--- src/rtl/tnrx_pkg.sv ---
// Shared types and constants for the telnet receive command parser.
package tnrx_pkg;

  // Telnet protocol bytes.
  localparam logic [7:0] IAC_BYTE  = 8'hFF;
  localparam logic [7:0] SB_BYTE   = 8'hFA;
  localparam logic [7:0] SE_BYTE   = 8'hF0;
  localparam logic [7:0] WILL_BYTE = 8'hFB;
  localparam logic [7:0] DONT_BYTE = 8'hFE;

  // Reset value of the modem-signal option number.
  localparam logic [7:0] SIG_OPT_RESET = 8'd78;

  // Signal letters carried in the modem-signal suboption.
  localparam logic [7:0] LETTER_DSR_ON  = 8'h44; // 'D'
  localparam logic [7:0] LETTER_DSR_OFF = 8'h64; // 'd'
  localparam logic [7:0] LETTER_CD_ON   = 8'h43; // 'C'
  localparam logic [7:0] LETTER_CD_OFF  = 8'h63; // 'c'
  localparam logic [7:0] LETTER_CTS_ON  = 8'h52; // 'R'
  localparam logic [7:0] LETTER_CTS_OFF = 8'h72; // 'r'

  typedef enum logic [2:0] {
    MODE_DATA,
    MODE_IAC,
    MODE_OPT,
    MODE_SUB,
    MODE_SUB_IAC
  } parse_mode_t;

  typedef enum logic [1:0] {
    CMD_WILL,
    CMD_WONT,
    CMD_DO,
    CMD_DONT
  } cmd_kind_t;

  // How many bytes of the current SB block are held.
  typedef enum logic [1:0] {
    SUB_NONE,
    SUB_CODE,
    SUB_FULL
  } sub_count_t;

  typedef struct packed {
    logic       data_valid;
    logic [7:0] data_byte;
    logic       cmd_valid;
    logic [1:0] cmd_kind;
    logic [7:0] cmd_option;
    logic       reply_will;
    logic       sub_done;
    logic [7:0] sub_option;
    logic       dsr_state;
    logic       carrier_state;
    logic       cts_state;
    logic       signals_enabled;
  } tnrx_result_t;

endpackage

--- src/rtl/telnet_rx_command_parser_top.sv ---
// Top level of the telnet receive command parser.
//
// The block takes one received telnet byte per input beat on rx_byte
// (in_valid / in_ready) and returns exactly one result beat per input
// beat (out_valid / out_ready). Ordinary bytes and escaped 0xFF bytes
// come out as data; IAC command sequences are stripped, and only negotiation
// commands and finished suboption blocks are reported; the modem-signal
// flags are shown as they stand after each byte.
// The result of a byte is registered: once the byte is accepted, it is on the
// output ports in the next cycle. Throughput is one byte per cycle while the
// receiver does not stall, set by the single result register; the parser state
// updates in the same cycle the byte is accepted.
// When the receiver stalls, the result register holds its beat and
// in_ready stays high only if that beat is being taken in the same cycle,
// so the block pauses for exactly as long as the receiver does.
// The option number of the modem-signal extension is written through
// cfg_wr_en / cfg_wr_data; it should be changed only while the block is idle.
// A synchronous reset returns the parser to plain data mode, sets DSR and
// CTS, clears carrier and signalling, restores the option number to 78
// and empties the result register.
module telnet_rx_command_parser_top
  import tnrx_pkg::*;
(
  input  logic       clk,
  input  logic       rst,
  input  logic       in_valid,
  output logic       in_ready,
  input  logic [7:0] rx_byte,
  input  logic       cfg_wr_en,
  input  logic [7:0] cfg_wr_data,
  output logic       out_valid,
  input  logic       out_ready,
  output logic       data_valid,
  output logic [7:0] data_byte,
  output logic       cmd_valid,
  output logic [1:0] cmd_kind,
  output logic [7:0] cmd_option,
  output logic       reply_will,
  output logic       sub_done,
  output logic [7:0] sub_option,
  output logic       dsr_state,
  output logic       carrier_state,
  output logic       cts_state,
  output logic       signals_enabled
);

  logic         sig_opt;
  logic [7:0]   signal_option_code;
  logic         accept;
  tnrx_result_t res_comb;
  tnrx_result_t res_q;

  // Configuration register: the option number of the modem-signal extension.
  always_ff @(posedge clk) begin
    if (rst) begin
      signal_option_code <= SIG_OPT_RESET;
    end else if (cfg_wr_en) begin
      signal_option_code <= cfg_wr_data;
    end
  end

  // An offered beat is taken whenever the result register can accept its result.
  assign accept  = in_valid && in_ready;
  assign sig_opt = accept;

  tnrx_parser u_parser (
    .clk     (clk),
    .rst     (rst),
    .accept  (sig_opt),
    .rx_byte (rx_byte),
    .sig_opt (signal_option_code),
    .res     (res_comb)
  );

  tnrx_out_stage u_out (
    .clk       (clk),
    .rst       (rst),
    .load      (accept),
    .res_in    (res_comb),
    .out_ready (out_ready),
    .out_valid (out_valid),
    .can_load  (in_ready),
    .res_q     (res_q)
  );

  assign data_valid      = res_q.data_valid;
  assign data_byte       = res_q.data_byte;
  assign cmd_valid       = res_q.cmd_valid;
  assign cmd_kind        = res_q.cmd_kind;
  assign cmd_option      = res_q.cmd_option;
  assign reply_will      = res_q.reply_will;
  assign sub_done        = res_q.sub_done;
  assign sub_option      = res_q.sub_option;
  assign dsr_state       = res_q.dsr_state;
  assign carrier_state   = res_q.carrier_state;
  assign cts_state       = res_q.cts_state;
  assign signals_enabled = res_q.signals_enabled;

endmodule

--- src/rtl/tnrx_parser.sv ---
// Parser state machine: holds the telnet parse state and forms one result per byte.
module tnrx_parser
  import tnrx_pkg::*;
(
  input  logic         clk,
  input  logic         rst,
  input  logic         accept,
  input  logic [7:0]   rx_byte,
  input  logic [7:0]   sig_opt,
  output tnrx_result_t res
);

  parse_mode_t mode, mode_next;
  cmd_kind_t   pending_kind, pending_kind_next;
  sub_count_t  sub_count, sub_count_next;
  logic [7:0]  sub_code, sub_code_next;
  logic [7:0]  sub_first, sub_first_next;
  logic        dsr_flag, dsr_flag_next;
  logic        carrier_flag, carrier_flag_next;
  logic        cts_flag, cts_flag_next;
  logic        signal_enable, signal_enable_next;

  always_ff @(posedge clk) begin
    if (rst) begin
      mode          <= MODE_DATA;
      pending_kind  <= CMD_WILL;
      sub_count     <= SUB_NONE;
      sub_code      <= '0;
      sub_first     <= '0;
      dsr_flag      <= 1'b1;
      carrier_flag  <= 1'b0;
      cts_flag      <= 1'b1;
      signal_enable <= 1'b0;
    end else if (accept) begin
      mode          <= mode_next;
      pending_kind  <= pending_kind_next;
      sub_count     <= sub_count_next;
      sub_code      <= sub_code_next;
      sub_first     <= sub_first_next;
      dsr_flag      <= dsr_flag_next;
      carrier_flag  <= carrier_flag_next;
      cts_flag      <= cts_flag_next;
      signal_enable <= signal_enable_next;
    end
  end

  always_comb begin
    logic keep;
    keep               = 1'b0;
    mode_next          = mode;
    pending_kind_next  = pending_kind;
    sub_count_next     = sub_count;
    sub_code_next      = sub_code;
    sub_first_next     = sub_first;
    dsr_flag_next      = dsr_flag;
    carrier_flag_next  = carrier_flag;
    cts_flag_next      = cts_flag;
    signal_enable_next = signal_enable;
    res                = '0;

    unique case (mode)
      MODE_IAC: begin
        mode_next = MODE_DATA;
        if (rx_byte == IAC_BYTE) begin
          res.data_valid = 1'b1;
          res.data_byte  = rx_byte;
        end else if (rx_byte >= WILL_BYTE && rx_byte <= DONT_BYTE) begin
          // WILL..DONT are consecutive codes; the low two bits plus one give the kind.
          pending_kind_next = cmd_kind_t'(rx_byte[1:0] + 2'd1);
          mode_next         = MODE_OPT;
        end else if (rx_byte == SB_BYTE) begin
          sub_count_next = SUB_NONE;
          sub_code_next  = '0;
          sub_first_next = '0;
          mode_next      = MODE_SUB;
        end
      end
      MODE_OPT: begin
        res.cmd_valid  = 1'b1;
        res.cmd_kind   = pending_kind;
        res.cmd_option = rx_byte;
        if (rx_byte == sig_opt) begin
          if (pending_kind == CMD_WILL) begin
            signal_enable_next = 1'b1;
          end else if (pending_kind == CMD_DO && !signal_enable) begin
            res.reply_will     = 1'b1;
            signal_enable_next = 1'b1;
          end
        end
        mode_next = MODE_DATA;
      end
      MODE_SUB: begin
        if (rx_byte == IAC_BYTE) begin
          mode_next = MODE_SUB_IAC;
        end else begin
          keep = 1'b1;
        end
      end
      MODE_SUB_IAC: begin
        if (rx_byte == SE_BYTE) begin
          res.sub_done   = 1'b1;
          res.sub_option = (sub_count != SUB_NONE) ? sub_code : 8'd0;
          if (sub_count == SUB_FULL && sub_code == sig_opt) begin
            case (sub_first)
              LETTER_DSR_ON:  dsr_flag_next     = 1'b1;
              LETTER_DSR_OFF: dsr_flag_next     = 1'b0;
              LETTER_CD_ON:   carrier_flag_next = 1'b1;
              LETTER_CD_OFF:  carrier_flag_next = 1'b0;
              LETTER_CTS_ON:  cts_flag_next     = 1'b1;
              LETTER_CTS_OFF: cts_flag_next     = 1'b0;
              default: ;
            endcase
          end
          sub_count_next = SUB_NONE;
          mode_next      = MODE_DATA;
        end else begin
          // An escaped byte inside the block counts as block content.
          keep      = 1'b1;
          mode_next = MODE_SUB;
        end
      end
      default: begin
        if (rx_byte == IAC_BYTE) begin
          mode_next = MODE_IAC;
        end else begin
          res.data_valid = 1'b1;
          res.data_byte  = rx_byte;
          mode_next      = MODE_DATA;
        end
      end
    endcase

    // Only the option code and the first payload byte of a block are kept.
    if (keep) begin
      if (sub_count == SUB_NONE) begin
        sub_code_next  = rx_byte;
        sub_count_next = SUB_CODE;
      end else if (sub_count == SUB_CODE) begin
        sub_first_next = rx_byte;
        sub_count_next = SUB_FULL;
      end
    end

    res.dsr_state       = dsr_flag_next;
    res.carrier_state   = carrier_flag_next;
    res.cts_state       = cts_flag_next;
    res.signals_enabled = signal_enable_next;
  end

endmodule

--- src/rtl/tnrx_out_stage.sv ---
// Result register that holds one finished result until the receiver takes it.
module tnrx_out_stage
  import tnrx_pkg::*;
(
  input  logic         clk,
  input  logic         rst,
  input  logic         load,
  input  tnrx_result_t res_in,
  input  logic         out_ready,
  output logic         out_valid,
  output logic         can_load,
  output tnrx_result_t res_q
);

  // A new result may enter when the register is empty or drains this cycle.
  assign can_load = !out_valid || out_ready;

  always_ff @(posedge clk) begin
    if (rst) begin
      out_valid <= 1'b0;
    end else if (can_load) begin
      out_valid <= load;
    end
  end

  always_ff @(posedge clk) begin
    if (load && can_load) begin
      res_q <= res_in;
    end
  end

endmodule

--- config.mk ---
export PLATFORM = sky130hd
export DESIGN_NAME = telnet_rx_command_parser_top
export DESIGN_NICKNAME = d
export VERILOG_FILES = /design/src/rtl/tnrx_pkg.sv /design/src/rtl/telnet_rx_command_parser_top.sv /design/src/rtl/tnrx_parser.sv /design/src/rtl/tnrx_out_stage.sv
export SDC_FILE = /design/constraint.sdc
export NUM_CORES = 1
export LEC_CHECK = 0
export BUFFER_PORTS_ARGS = -buffer_cell sky130_fd_sc_hd__buf_2
export CELL_PAD_IN_SITES_DETAIL_PLACEMENT = 0
export CELL_PAD_IN_SITES_GLOBAL_PLACEMENT = 2
export CORE_MARGIN = 2
export CORE_UTILIZATION = 39
export DETAILED_ROUTE_END_ITERATION = 6
export GPL_ROUTABILITY_DRIVEN = 0
export PLACE_DENSITY_LB_ADDON = 0.08
export SETUP_SLACK_MARGIN = 0.05
export SLEW_MARGIN = 40
export SYNTH_ARGS = -nofsm -noshare
export SYNTH_HDL_FRONTEND = slang
export SYNTH_SLANG_ARGS = --single-unit
--- constraint.sdc ---
create_clock -name clk -period 4.4 [get_ports clk]
set_clock_uncertainty 0.15 [all_clocks]
set_input_delay 1.32 -clock clk [delete_from_list [all_inputs] [get_ports clk]]
set_output_delay 1.32 -clock clk [all_outputs]
set_load 0.05 [all_outputs]
==> metrics.txt <==
CP max stage cell=buf_2; WL met1=3.497 mm; Crit path max-delay family=buffers and inverters; WP buf/inv=2; Setup TNS=0 ns; WL met2=3.275 mm; CP peak stage delay=0.29 ns; Post-synth EDFFs=34; grt ovf=0; cts hold-fix bufs=0; wire per inst=16.48 microns; row count=32; Fillers=755; Hold Violations, Final=0; clk_lat worst skew=0.34 ns; Relative slew margins=53.67%; number of global-route vias before repair=2,258; CTS Sinks=70; Worst-Margin Slew=0.6929 ns; post-synthesis net count=302; worst hold path depth=2; Final Slew Violations=0; core box area=7807 sq um; Hold WS=0.3480 ns; Synth top area share=32.04%; Post-CTS Setup Inserts=0; DRC viols=0; CTS tree=done; Setup CP Type=input port to output pin; Synth Flop Type=dfxtp_1; top sig layer=met4; Die X=94.40 microns; die footprint=8910 sq um; antenna violations before repair=0; number of port buffers=56; asr flop ratio synth=0%; cell taking the most area after synthesis=edfxtp_1; RSZ-0062 raised after global routing=false; post-DP HPWL=4.971 mm; crit start category=input port; Peak VDD IR=0.1656 mV; Synth area leaders=edfxtp_1, dfxtp_1, mux2i_1; Final setup viols=0; final net count=359; met3 wire len=377 microns; pre-CTS WS=0.8139 ns; Leak Pwr=1.546 nW; synth warn=0; status=complete, no violations; GRT Overall Usage=17.91%; CTS Buf Count=9; Root Buffer=clkbuf_8; Cell Pwr Density=378.8 nW/um^2; minimum clock period=3.314 ns; CP Cell Sequence=buf_2, nand2b_1, buf_2; Max clock buf depth=2; WP depth=3; H-tree Lvls=3; vias per cell=5.181; final WL=7.286 mm; Worst Path Required=2.93 ns; P&R area growth vs syn=18.61%; Seq cells post-synth=70; first-pass GRT wire length=11.87 mm; largest net degree at the start of global routing=28; Routed Antenna Nets=0; IO Pins=57; R2R cell count=5; 1st-iter DRT viols=128; fmax=301.7 MHz; Reg clk slew, reported paths=0.08 ns; Cell Area, Synth=3187 sq um; cell mode on critical path=buf_2; Initial Util=40.82%; n_diodes=0; Worst Hold Class=flop to flop; post-cts sizing count=0; fraction of layout cells with a size suffix above 1=25.59%; register area share after synthesis=54.65%; Vias=2,290; CP Capture Type=output pin; syn avg cell area=11.46 sq um; Final Cycle Share=75.33%; worst-path fanout max=5; max_cap viols=0; post-synthesis cell type count=51; WP data arrival=1.84 ns; final worst setup slack=1.086 ns; Mapped Cells=278; first drt pass iteration count=4; Die Y-Extent=94.40 microns; final core utilization=48.41%
power breakdown:
| part | leakage, nW | internal [mW] | switching (mW) |
|---|---|---|---|
| registers | 0.625 | 0.704 | 0.00977 |
| clock network | 0.104 | 0.315 | 0.241 |
| logic | 0.816 | 0.0434 | 0.118 |
cell usage after synthesis (2+ instances only):
| master | n |
|---|---|
| a211o_1 | 2 |
| a211oi_1 | 3 |
| a21oi_1 | 9 |
| a41o_1 | 5 |
| and2_1 | 24 |
| and2_2 | 2 |
| buf_1 | 2 |
| buf_2 | 2 |
| clkbuf_1 | 7 |
| dfxtp_1 | 36 |
| edfxtp_1 | 34 |
| ha_1 | 3 |
| inv_1 | 8 |
| mux2i_1 | 17 |
| nand2_1 | 6 |
| nand2b_1 | 2 |
| nand3_1 | 5 |
| nand3b_1 | 5 |
| nand4_1 | 5 |
| nand4_4 | 2 |
| nor2_1 | 21 |
| nor2b_1 | 6 |
| nor3_1 | 5 |
| nor3b_1 | 9 |
| nor4_2 | 2 |
| o21a_1 | 2 |
| o21ai_0 | 7 |
| o31ai_1 | 7 |
| or3_1 | 4 |
| xnor2_1 | 7 |
| xor2_1 | 9 |
placed cells by master (no fill, tap or decap), types with 6 or more instances in the layout:
cell type / n
edfxtp_1: 34
buf_2: 56
o31ai_1: 7
dfxtp_1: 36
nor2b_1: 6
mux2i_1: 17
xor2_1: 9
o21ai_0: 7
nand2_1: 6
xnor2_1: 7
and2_1: 24
a21oi_1: 9
inv_1: 7
nor2_1: 21
clkbuf_8: 9
nor3b_1: 9
area by class of cell:
type,instances,area (sq um),area share (%)
Sequential cell,70,1742,46.08
Timing Repair Buffer,59,315.3,8.342
Multi-Input combinational cell,187,1353,35.78
Clock buffer,9,123.9,3.277
Clock inverter,7,88.84,2.350
Tap cell,102,127.6,3.376
Inverter,8,30.03,0.7944
path summary, 6_finish.rpt:
check	slack (ns)	to	start
max	1.09	in_ready	out_ready
min reg2reg	0.35	u_parser.carrier_flag$_SDFFE_PP0P_	u_parser.carrier_flag$_SDFFE_PP0P_
max reg2reg	2.10	u_parser.sub_code[4]$_SDFFE_PP0P_	u_parser.mode[2]$_SDFFE_PP0P_
min	0.35	u_parser.carrier_flag$_SDFFE_PP0P_	u_parser.carrier_flag$_SDFFE_PP0P_
cells by family (layout without fill, tap and decap cells):
kind of cell,after synthesis,count (layout),share of synthesized area [%]
buffers and inverters,21,83,2.906
xor gates and xnor gates,16,16,4.398
DFF,70,70,54.65
muxes,17,17,5.340
AOI/OAI and AO/OA,45,45,10.25
adders and majority gates,3,3,1.178
and+or+nand+nor,106,106,21.28
through the flow:
step | power, mW | std cells | area [sq um]
2_1_floorplan | 0.8413 | 278 | 3187
3_5_place_dp | 0.8917 | 426 | 3567
5_1_grt | 1.496 | 442 | 3780
4_1_cts | 1.446 | 442 | 3780
6_report | 1.432 | 442 | 3780
3_3_place_gp | 0.8910 | 426 | 3567
state kept, by name, indices dropped and copies added (netlist names):
name and flops:
signal_option_code 8, u_out.out_valid 1, u_out.res_q 34, u_parser.carrier_flag 1
u_parser.cts_flag 1, u_parser.dsr_flag 1, u_parser.mode 3, u_parser.pending_kind 2
u_parser.signal_enable 1, u_parser.sub_code 8, u_parser.sub_count 2, u_parser.sub_first 8
metal layers:
metal / global-route usage (%) / vias up
met5: 0 / -
met4: 6.039 / 0
met3: 4.389 / 13
met2: 27.44 / 58
met1: 24.91 / 1089
li1: - / 1130
tightest hold or removal path: cells and delay by family, from the launching register on:
family	cells	cell delay, ns
AOI/OAI and AO/OA	2	0.15
DFF	1	0.31
No activity file was read; power rests on OpenSTA's default activity.
